$ cat config.mk
export PLATFORM = sky130hd
export DESIGN_NAME = wopu_ctrl
export DESIGN_NICKNAME = d
export VERILOG_FILES = /design/src/wopu_pkg.sv /design/src/wopu_ctrl.sv
export SDC_FILE = /design/constraint.sdc
export NUM_CORES = 1
export LEC_CHECK = 0
export BUFFER_PORTS_ARGS = -buffer_cell sky130_fd_sc_hd__buf_2
export CAP_MARGIN = 5
export CORE_MARGIN = 5
export CORE_UTILIZATION = 55
export CTS_CLUSTER_DIAMETER = 80
export DETAILED_ROUTE_END_ITERATION = 8
export GPL_ROUTABILITY_DRIVEN = 0
export PLACE_DENSITY = 0.75
export SLEW_MARGIN = 20
export SYNTH_ARGS = -nofsm -noshare
export SYNTH_HDL_FRONTEND = slang
export SYNTH_SLANG_ARGS = --single-unit
export TNS_END_PERCENT = 100
$ cat constraint.sdc
create_clock -name aclk -period 2.1 [get_ports aclk]
set_input_delay 0.21 -clock aclk [delete_from_list [all_inputs] [get_ports aclk]]
set_output_delay 0.21 -clock aclk [all_outputs]
set_load 0.01 [all_outputs]
$ cat src/wopu_pkg.sv
// Shared types, command codes and fixed-point constants for the wheel odometry pose update core.
// Used by the controller, the datapath and the top level; depends on nothing.
package wopu_pkg;

    localparam int CORDIC_STEPS = 30;
    localparam int DIV_STEPS    = 49;
    localparam int CNT_W        = 6;

    localparam logic [3:0] OP_IDLE   = 4'd0;
    localparam logic [3:0] OP_LOAD   = 4'd1;
    localparam logic [3:0] OP_CSTEP  = 4'd2;
    localparam logic [3:0] OP_CSAVE  = 4'd3;
    localparam logic [3:0] OP_CINIT  = 4'd4;
    localparam logic [3:0] OP_DSTART = 4'd5;
    localparam logic [3:0] OP_DSTEP  = 4'd6;
    localparam logic [3:0] OP_DEND   = 4'd7;
    localparam logic [3:0] OP_MULA   = 4'd8;
    localparam logic [3:0] OP_ACCX   = 4'd9;
    localparam logic [3:0] OP_MULB   = 4'd10;
    localparam logic [3:0] OP_ACCY   = 4'd11;
    localparam logic [3:0] OP_COMMIT = 4'd12;

    localparam logic [1:0] DSEL_ALPHA = 2'd0;
    localparam logic [1:0] DSEL_MOD   = 2'd1;
    localparam logic [1:0] DSEL_RAD   = 2'd2;

    localparam logic [1:0] CSEL_START = 2'd0;
    localparam logic [1:0] CSEL_END   = 2'd1;

    localparam logic REG_MM_PER_TICK = 1'b0;
    localparam logic REG_WHEEL_BASE  = 1'b1;

    localparam logic [15:0] MM_PER_TICK_RESET = 16'd22872;
    localparam logic [15:0] WHEEL_BASE_RESET  = 16'd2400;

    localparam logic signed [31:0] TWO_PI_Q28  = 32'sd1686629713;
    localparam logic signed [34:0] PI_Q30      = 35'sd3373259426;
    localparam logic signed [34:0] TWO_PI_Q30  = 35'sd6746518852;
    localparam logic signed [34:0] HALF_PI_Q30 = 35'sd1686629713;
    localparam logic signed [33:0] CORDIC_GAIN = 34'sd652032874;

    typedef struct packed {
        logic [3:0]       op;
        logic [1:0]       sel;
        logic [CNT_W-1:0] idx;
    } cmd_t;

    typedef struct packed {
        logic straight;
        logic out_free;
    } sts_t;

    function automatic logic [31:0] atan_q30(input logic [4:0] i);
        logic [31:0] v;
        case (i)
            5'd0:  v = 32'h3243F6A8;
            5'd1:  v = 32'h1DAC6705;
            5'd2:  v = 32'h0FADBAFC;
            5'd3:  v = 32'h07F56EA6;
            5'd4:  v = 32'h03FEAB76;
            5'd5:  v = 32'h01FFD55B;
            5'd6:  v = 32'h00FFFAAA;
            5'd7:  v = 32'h007FFF55;
            5'd8:  v = 32'h003FFFEA;
            5'd9:  v = 32'h001FFFFD;
            5'd10: v = 32'h000FFFFF;
            5'd11: v = 32'h0007FFFF;
            5'd12: v = 32'h0003FFFF;
            5'd13: v = 32'h0001FFFF;
            5'd14: v = 32'h0000FFFF;
            5'd15: v = 32'h00007FFF;
            5'd16: v = 32'h00003FFF;
            5'd17: v = 32'h00001FFF;
            5'd18: v = 32'h00000FFF;
            5'd19: v = 32'h000007FF;
            5'd20: v = 32'h000003FF;
            5'd21: v = 32'h000001FF;
            5'd22: v = 32'h000000FF;
            5'd23: v = 32'h0000007F;
            5'd24: v = 32'h0000003F;
            5'd25: v = 32'h0000001F;
            5'd26: v = 32'h0000000F;
            5'd27: v = 32'h00000008;
            5'd28: v = 32'h00000004;
            5'd29: v = 32'h00000002;
            default: v = 32'h00000000;
        endcase
        return v;
    endfunction

endpackage

$ cat src/wopu_ctrl.sv
// Controller state machine for the wheel odometry pose update core.
// Depends on wopu_pkg; drives the datapath through wopu_pkg::cmd_t.
module wopu_ctrl (
    input  logic                aclk,
    input  logic                aresetn,
    input  logic                s_tvalid,
    output logic                s_tready,
    input  wopu_pkg::sts_t      sts,
    output wopu_pkg::cmd_t      cmd
);

    localparam logic [3:0] S_IDLE   = 4'd0;
    localparam logic [3:0] S_CSTEP  = 4'd1;
    localparam logic [3:0] S_CSAVE  = 4'd2;
    localparam logic [3:0] S_DSTART = 4'd3;
    localparam logic [3:0] S_DSTEP  = 4'd4;
    localparam logic [3:0] S_DEND   = 4'd5;
    localparam logic [3:0] S_CINIT  = 4'd6;
    localparam logic [3:0] S_MULA   = 4'd7;
    localparam logic [3:0] S_ACCX   = 4'd8;
    localparam logic [3:0] S_MULB   = 4'd9;
    localparam logic [3:0] S_ACCY   = 4'd10;
    localparam logic [3:0] S_DONE   = 4'd11;

    logic [3:0]                 state_reg, state_next;
    logic [wopu_pkg::CNT_W-1:0] cnt_reg, cnt_next;
    logic                       phase_reg, phase_next;
    logic [1:0]                 dsel_reg, dsel_next;

    assign s_tready = (state_reg == S_IDLE);

    always_comb begin
        state_next = state_reg;
        cnt_next   = cnt_reg;
        phase_next = phase_reg;
        dsel_next  = dsel_reg;
        cmd.op     = wopu_pkg::OP_IDLE;
        cmd.sel    = wopu_pkg::CSEL_START;
        cmd.idx    = cnt_reg;
        case (state_reg)
            S_IDLE: begin
                if (s_tvalid) begin
                    cmd.op     = wopu_pkg::OP_LOAD;
                    cnt_next   = '0;
                    phase_next = 1'b0;
                    state_next = S_CSTEP;
                end
            end
            S_CSTEP: begin
                cmd.op = wopu_pkg::OP_CSTEP;
                if (cnt_reg == wopu_pkg::CNT_W'(wopu_pkg::CORDIC_STEPS - 1)) begin
                    state_next = S_CSAVE;
                end else begin
                    cnt_next = cnt_reg + 1'b1;
                end
            end
            S_CSAVE: begin
                cmd.op  = wopu_pkg::OP_CSAVE;
                cmd.sel = phase_reg ? wopu_pkg::CSEL_END : wopu_pkg::CSEL_START;
                if (phase_reg || sts.straight) begin
                    state_next = S_MULA;
                end else begin
                    dsel_next  = wopu_pkg::DSEL_ALPHA;
                    state_next = S_DSTART;
                end
            end
            S_DSTART: begin
                cmd.op     = wopu_pkg::OP_DSTART;
                cmd.sel    = dsel_reg;
                cnt_next   = '0;
                state_next = S_DSTEP;
            end
            S_DSTEP: begin
                cmd.op = wopu_pkg::OP_DSTEP;
                if (cnt_reg == wopu_pkg::CNT_W'(wopu_pkg::DIV_STEPS - 1)) begin
                    state_next = S_DEND;
                end else begin
                    cnt_next = cnt_reg + 1'b1;
                end
            end
            S_DEND: begin
                cmd.op  = wopu_pkg::OP_DEND;
                cmd.sel = dsel_reg;
                case (dsel_reg)
                    wopu_pkg::DSEL_ALPHA: begin
                        dsel_next  = wopu_pkg::DSEL_MOD;
                        state_next = S_DSTART;
                    end
                    wopu_pkg::DSEL_MOD: begin
                        dsel_next  = wopu_pkg::DSEL_RAD;
                        state_next = S_DSTART;
                    end
                    default: begin
                        state_next = S_CINIT;
                    end
                endcase
            end
            S_CINIT: begin
                cmd.op     = wopu_pkg::OP_CINIT;
                cnt_next   = '0;
                phase_next = 1'b1;
                state_next = S_CSTEP;
            end
            S_MULA: begin
                cmd.op     = wopu_pkg::OP_MULA;
                state_next = S_ACCX;
            end
            S_ACCX: begin
                cmd.op     = wopu_pkg::OP_ACCX;
                state_next = S_MULB;
            end
            S_MULB: begin
                cmd.op     = wopu_pkg::OP_MULB;
                state_next = S_ACCY;
            end
            S_ACCY: begin
                cmd.op     = wopu_pkg::OP_ACCY;
                state_next = S_DONE;
            end
            S_DONE: begin
                if (sts.out_free) begin
                    cmd.op     = wopu_pkg::OP_COMMIT;
                    state_next = S_IDLE;
                end
            end
            default: begin
                state_next = S_IDLE;
            end
        endcase
    end

    always_ff @(posedge aclk) begin
        if (!aresetn) begin
            state_reg <= S_IDLE;
            cnt_reg   <= '0;
            phase_reg <= 1'b0;
            dsel_reg  <= wopu_pkg::DSEL_ALPHA;
        end else begin
            state_reg <= state_next;
            cnt_reg   <= cnt_next;
            phase_reg <= phase_next;
            dsel_reg  <= dsel_next;
        end
    end

endmodule

==> results.md, run 1 <==
- The worst hold margin is between 0.2 and 0.25 ns.
- The HPWL after detailed placement is 1810 um.
- The headroom to the max-slew limit is ~63%.
- For this run, the top clock speed supported by timing is ~530 MHz.
- The average footprint of a synthesized cell is between 7 and 8 um2.
- In this run switching power makes up between 40% and 50% of total power.
- In this run the number of H-tree levels came out at 1.
- In this run the critical register-to-register path is launched from state_reg[0]$_SDFFE_PN0P_.
- At the later pin of the worst-skew pair, clock insertion delay measures 0.28 ns.
- In this run the worst path has a maximum fanout of 12.
- The internal portion of the total power is 633 uW.
- Summed over all failing endpoints, the final setup total negative slack is 0 ns.
- The category of the critical setup timing path is reg -> out.
- In this run, the number of DRC markers left after iteration 0 of detailed routing was 28.
- Setup violations remaining at the end of the flow were counted as 0.
- The post-CTS setup-driven buffer insertion count is 0.
- Across the run, the number of max-cap violations was 0.
- The residual DRC count is 0.
- The part of the cycle the worst path needs is 90.0%.
- The cell area after technology mapping is about 1000 um2.
- The total nets after synthesis is ~140.
- The total of warnings raised by yosys is 0.
- The area added between synthesis and finish is 12.1%.
- The register with the most flip-flops in the layout has 6 of them.
- Along the worst hold path, the cell count comes to 3.
- The startpoint type of the worst setup path is a flip-flop.
- The most common cell after layout, fill and taps aside is sky130_fd_sc_hd__buf_2.
- The flop and latch count out of synthesis is 13.
- The number of cells on the worst reg-to-reg path is 4.
- For this run, the post-layout net count is ~160.
- Yosys mapped the design onto between 40 and 50 distinct sky130hd cell types.
- STA puts the critical path data required time at ~1.9 ns.
- The number of flops mapped to enable cells by yosys is 0.
- The length of the first detailed-routing pass in iterations is 4.
- The setup slack of the worst register-to-register path is around 0.21 ns.
- The beginning of the critical path is state_reg[0]$_SDFFE_PN0P_.
- The die covers roughly 2900 um2.
- The areal power density over the cells is 995 nW/um2.
- Among all stages on the critical path, the largest delay is contributed by sky130_fd_sc_hd__dfxtp_1.
- The floorplan row count is 15.
- Of the total power, registers draw about 30%.
- The post-synthesis cell count is about 140.
- After clock tree synthesis, the repair step resized 0 gates.
- The total power is ~1.2 mW.
- Combinational logic is responsible for a little under three fifths of the overall power.
- The setup skew after layout is approximately 0.0057 ns.
- The number of buffers inserted for hold repair after clock tree synthesis is 0.
- The horizontal extent of the die is 53.6 um.
- The y dimension of the die is approximately 54 um.
- 18 I/O pins were placed.
- TritonCTS built the clock tree.
- The aggregate global routing overflow is 0.
- The routed wire length is around 2500 um.
- During placement, the flow inserted port buffers numbering 17.
- The hold violation count in the final report is 0.
- The number of global-route vias before repair came to slightly below 900.
- The worst endpoint data arrival time is 1.68 ns.
- The tree is rooted in a sky130_fd_sc_hd__clkbuf_4.
- The count of clock tree sinks is 13.
- Across all layers, the routed design uses roughly 1,100 vias.
- The number of antenna violations at the first check in global routing is 0.
- The number of slew-limit violations in the final report is 0.
- For the pin with the worst max-slew slack, the measured transition is ~0.55 ns.
- Setup repair after global routing left no endpoint under its margin.
- After detailed routing, the average wire length per cell comes to between 10 and 15 um.
- Entering global routing, the biggest net connects 18 pins.
- The longest clock path from root to sink contains 2 buffers.
- The starting density of the core is about 60%.
- The number of buffers added by the clock tree synthesis step is 3.
- The remaining number of nets flagged by the antenna check after routing is 0.
- The net switching power figure is 533 uW.
- The most frequently used flop master after synthesis is sky130_fd_sc_hd__dfxtp_1.
- The worst register-to-register path ends at state_reg[1]$_SDFFE_PN0P_.
- The worst-case IR drop observed on VDD is roughly 0.6 mV.
- The signal on the critical path passes through buf_4 > mux2_2 > a32oi_1 > nor2_1 > buf_2.
- The leakage power total is between 0.4 and 0.5 nW.
- After detailed routing, the number of vias per cell comes to between 5 and 6.
- The destination of the critical timing path is cmd[6].
- The area of the core region is between 1500 and 2000 um2.
- The top cell types in the final layout, fill and taps aside, are 17 x sky130_fd_sc_hd__buf_2, 13 x sky130_fd_sc_hd__nor2_1, 13 x sky130_fd_sc_hd__dfxtp_1.
- The tightest min-delay check is of the in -> reg type.
- The portion of the post-synthesis area used by sequential elements is about a quarter.
- The number of antenna repair diodes is 0.
- The fraction of layout cells with a size suffix above 1 is around 20%.
- After clock tree synthesis, the clock-pin slew on the worst setup and hold paths is approximately 0.09 ns.
- The share of async-settable or async-resettable flops after synthesis is 0%.
- The first global-routing pass estimated roughly 4000 um of wire.
- The flow ran to the end, and the final reports show no timing, DRC or antenna violations.
- The critical path capture point type is an output pin.
- The clock network is responsible for 13.9% of the overall power.
- The worst path in the final design needs a cycle of 1.89 ns, including I/O delays and setup.
- The overall global routing resource usage is between 10% and 20%.
- In this design, the stage delay of the slowest critical-path cell is ~0.47 ns.
==> routing by layer <==
layer,part of all wire [%],GRT usage [%]
met3,6.5,6.09
met1,46,24.6
met2,46,29.4
met5,0,0
met4,1.7,6.38
==> critical path, delay by kind of cell, from the launching register on <==
kind | cells | cell delay (ns)
buffers and inverters | 2 | 0.38
AOI/OAI and AO/OA | 1 | 0.14
muxes | 1 | 0.35
and+or+nand+nor | 1 | 0.05
DFF | 1 | 0.47
==> metrics by stage <==
stage	util [%]	std cells	setup slack, ns	area (um2)
2_1_floorplan	-	136	0.468	1050
3_3_place_gp	65.0	173	0.351	1150
3_5_place_dp	65.0	173	0.299	1150
4_1_cts	66.5	177	0.214	1170
5_1_grt	66.5	177	0.0983	1170
6_report	66.5	177	0.211	1170
==> cell families after synthesis <==
group           share of synthesized area, %
mux                                     2.99
compound gates                          25.1
fa+ha+maj                               3.59
simple gates                            34.5
xor+xnor                                1.67
flops                                   24.9
buf+inv                                 7.30
==> power by group through the flow <==
| stage | registers [mW] | clock network, mW | logic [mW] |
|---|---|---|---|
| after floorplan | 0.324 | 0 | 0.520 |
| after global placement | 0.346 | 0 | 0.647 |
| after detailed placement | 0.348 | 0 | 0.654 |
| after CTS | 0.343 | 0.163 | 0.658 |
| after global routing | 0.351 | 0.183 | 0.729 |
| final | 0.343 | 0.162 | 0.661 |
==> synthesized netlist by cell type (all sizes together) (4+ instances only) <==
cell type	n	share of area [%]
inv	6	2.2
nor2b	7	4.2
nand2	10	3.6
nand2b	4	2.4
nand3	6	2.9
dfxtp	13	25
o211ai	4	3.3
nor2	13	4.7
a21oi	6	2.9
clkbuf	6	2.2
buf	4	3.0
o21ai	5	2.4
==> final cells by class <==
cell class	count	area (um2)
flip-flops and latches	13	260
well taps	25	31.3
fillers	171	592
clock buffers	4	26.3
repair buffers	22	123
inverters	6	22.5
multi-input cells	107	709
==> worst min path at each step <==
stage | from | end | slack (ns)
4_1_cts | sts[1] | state_reg[2]$_SDFFE_PN0P_ | 0.21
3_5_place_dp | sts[1] | state_reg[2]$_SDFFE_PN0P_ | 0.50
2_1_floorplan | sts[1] | state_reg[2]$_SDFFE_PN0P_ | 0.39
3_3_place_gp | sts[1] | state_reg[2]$_SDFFE_PN0P_ | 0.50
6_report | sts[1] | state_reg[2]$_SDFFE_PN0P_ | 0.22
5_1_grt | sts[1] | state_reg[2]$_SDFFE_PN0P_ | 0.23
No activity file was read; power rests on OpenSTA's default activity.
==> run 2, diff against run 1 <==
- CORE_MARGIN: 5 -> default
==> results.md, run 2 (synthesis results as in run 1) <==
- The part of the cycle the worst path needs was 94.0% (+4.0 points).
- The number of buffers added on ports is 17 (unchanged).
- The number of antenna violations at the first check in global routing is 0 (unchanged).
- The maximum level of the CTS H-tree is 1 (unchanged).
- Leaving out fill and tap cells, the most frequent cell in the layout is sky130_fd_sc_hd__buf_2.
- The number of antenna repair diodes is 0 (unchanged).
- The setup skew after layout was 0.0146 ns (+0.00891 ns).
- The post-CTS resize count is 0 (unchanged).
- The post-detailed-placement cell area is 1160 um2 (+1.3%).
- The remaining number of nets flagged by the antenna check after routing came to 0 (unchanged).
- The routed wire length per instance was 14.6 um (+4.9%).
- The final critical-path setup slack is 0.127 ns (-0.0840 ns).
- Compared with the post-synthesis result, the final layout area differs by 13.5%.
- The required time reported for the critical path endpoint came to 1.89 ns (about the same).
- The hold violation count in the final report is 0 (unchanged).
- The post-layout instance area is 1190 um2 (+1.3%).
- The global-route wire length before repair is 4200 um (+5.0%).
- The share of total power consumed by net switching came to 45.7% (about the same).
- The clock share of power came to 15.0% (+1.1 points).
- The overall global routing resource usage came to 28.5% (+9.6 points).
- CTS placed an instance of sky130_fd_sc_hd__clkbuf_4 at the clock tree root.
- The critical path is of the reg -> out type.
- The worst ir drop on vdd is 0.750 mV (+24%).
- The worst setup timing slack at the placement stage is 0.299 ns (-0.000160 ns).
- The horizontal extent of the die is 45.6 um (-15%).
- The number of global-route vias before repair was 963 (+8.9%).
- The deepest clock path buffer count is 2 (unchanged).
- The aggregate global routing overflow is 0 (unchanged).
- The net switching power figure is 554 uW (+4.0%).
- The y dimension of the die was 45.6 um (-15%).
- The worst hold margin was 0.206 ns (-0.0131 ns).
- The number of max-cap violations came to 0 (unchanged).
- The leakage power total is 0.490 nW (+2.2%).
- The worst endpoint data arrival time was 1.76 ns (+0.08 ns).
- The final net count is 163 (+1.2%).
- Setup repair after global routing left no endpoint under its margin.
- The number of flip-flops under the largest register name is 6 (unchanged).
- TritonCTS built the clock tree.
- The floorplan row count is 15 (unchanged).
- The count of clock tree sinks was 13 (unchanged).
- The area of the die is 2080 um2 (-28%).
- The pin count of the biggest net entering global routing came to 20 (+2).
- The placed wire-length estimate after detailed placement is 1950 um (+7.9%).
- The area of the core region is 1750 um2 (-1.1%).
- The startpoint of the lowest-slack register-to-register path is state_reg[0]$_SDFFE_PN0P_.
- The number of buffers added by the clock tree synthesis step came to 3 (unchanged).
- The post-CTS clock slew at the launch and capture registers of the worst setup and hold paths is 0.11 ns (+0.02 ns).
- The total area of sequential cells is 260 um2 (unchanged).
- The routed wire length is 2610 um (+6.1%).
- STA classifies the critical path startpoint as a flip-flop.
- The post-CTS setup-driven buffer insertion count is 0 (unchanged).
- The clock latency of the later-clocked register in the worst-skew pair is 0.31 ns (+0.03 ns).
- In the layout the commonest cells are 17 x sky130_fd_sc_hd__buf_2, 13 x sky130_fd_sc_hd__nor2_1, 13 x sky130_fd_sc_hd__dfxtp_1.
- The slew of the pin with the lowest slew margin was 0.358 ns (-0.196 ns).
- The top fanout value on the critical path came to 12 (unchanged).
- The critical path capture point type is an output pin.
- The beginning of the critical path is state_reg[0]$_SDFFE_PN0P_.
- The post-detailed-route via-to-cell ratio is 6.15 (+3.7%).
- The number of top-level pins is 18 (unchanged).
- The total of endpoints with negative setup slack in the final report is 0 (unchanged).
- The register share of total power came to 28.7% (-0.7 points).
- The area occupied by multi-input gates is 709 um2 (unchanged).
- The headroom to the max-slew limit came to 75.9% (+13 points).
- The areal power density over the cells is 1020 nW/um2 (+2.6%).
- The total negative slack for setup checks came to 0 ns (unchanged).
- The total number of vias was 1,101 (+4.9%).
- The worst min-delay path class is in -> reg.
- The final critical delay including setup and external delays is 1.97 ns (+0.0840 ns).
- The start point of the worst hold path is sts[1].
- The run finished with clean final reports.
- The internal cell power is 658 uW (+3.8%).
- The timing-limited maximum frequency came to 507 MHz (-4.3%).
- The length of the first detailed-routing pass in iterations is 4 (unchanged).
- The fraction of power consumed by combinational cells is 56.3% (-0.4 points).
- The fraction of layout cells with a size suffix above 1 is 21.4% (+1.0 points).
- The number of slew-limit violations in the final report is 0 (unchanged).
- The number of buffers inserted for hold repair after clock tree synthesis is 0 (unchanged).
- The starting density of the core was 59.9% (+0.64 points).
- The number of filler instances in the final layout was 175 (+2.3%).
- The residual DRC count is 0 (unchanged).
- The number of DRC markers in iteration 0 came to 31 (+11%).
-- run 2: changes by cell type in the layout (fill, tap and decap cells not counted) --
| cell | previous run | this run |
|---|---|---|
| sky130_fd_sc_hd__buf_4 | 5 | 7 |
-- run 2: area by class of cell --
cell class | count | area share, %
multi-input cells | 107 | 59.7
well taps | 25 | 2.63
clock buffers | 4 | 2.21
inverters | 6 | 1.90
repair buffers | 24 | 11.6
flip-flops and latches | 13 | 21.9
-- run 2: critical path: stages (launching register included) --
cell and delay (ns):
sky130_fd_sc_hd__dfxtp_1 0.54, sky130_fd_sc_hd__buf_4 0.23, sky130_fd_sc_hd__mux2_2 0.34, sky130_fd_sc_hd__a32oi_1 0.16, sky130_fd_sc_hd__nor2_1 0.05, sky130_fd_sc_hd__buf_2 0.14
-- run 2: final timing paths --
path | slack (ns) | cells after the start | to
setup / recovery | 0.13 | 5 | cmd[6]
hold reg to reg | 0.56 | 1 | cnt_reg[0]$_SDFFE_PN0P_
setup reg to reg | 0.26 | 4 | cnt_reg[1]$_SDFFE_PN0P_
hold / removal | 0.21 | 3 | state_reg[2]$_SDFFE_PN0P_
-- run 2: power by group through the flow --
stage | Sequential (mW) | Combinational, mW | Clock [mW]
2_1_floorplan | 0.324 | 0.520 | 0
3_3_place_gp | 0.351 | 0.670 | 0
3_5_place_dp | 0.352 | 0.677 | 0
4_1_cts | 0.346 | 0.681 | 0.175
5_1_grt | 0.356 | 0.754 | 0.185
6_report | 0.347 | 0.683 | 0.181
-- run 2: per-layer routing --
| layer | part of all wire (%) | track usage, % | wire, um |
|---|---|---|---|
| met4 | 2.1 | 17.6 | 54 |
| met2 | 49 | 44.6 | 1260 |
| met5 | 0 | 0 | 0 |
| met1 | 44 | 36.5 | 1150 |
| met3 | 5.3 | 3.97 | 139 |
-- run 2: through the flow --
| step | instances | power, mW | utilization (%) |
|---|---|---|---|
| global placement | 175 | 1.02 | 66.5 |
| finish | 179 | 1.21 | 68.0 |
| global route | 179 | 1.30 | 68.0 |
| CTS | 179 | 1.20 | 68.0 |
| detailed placement | 175 | 1.03 | 66.5 |
| floorplan | 136 | 0.844 | - |
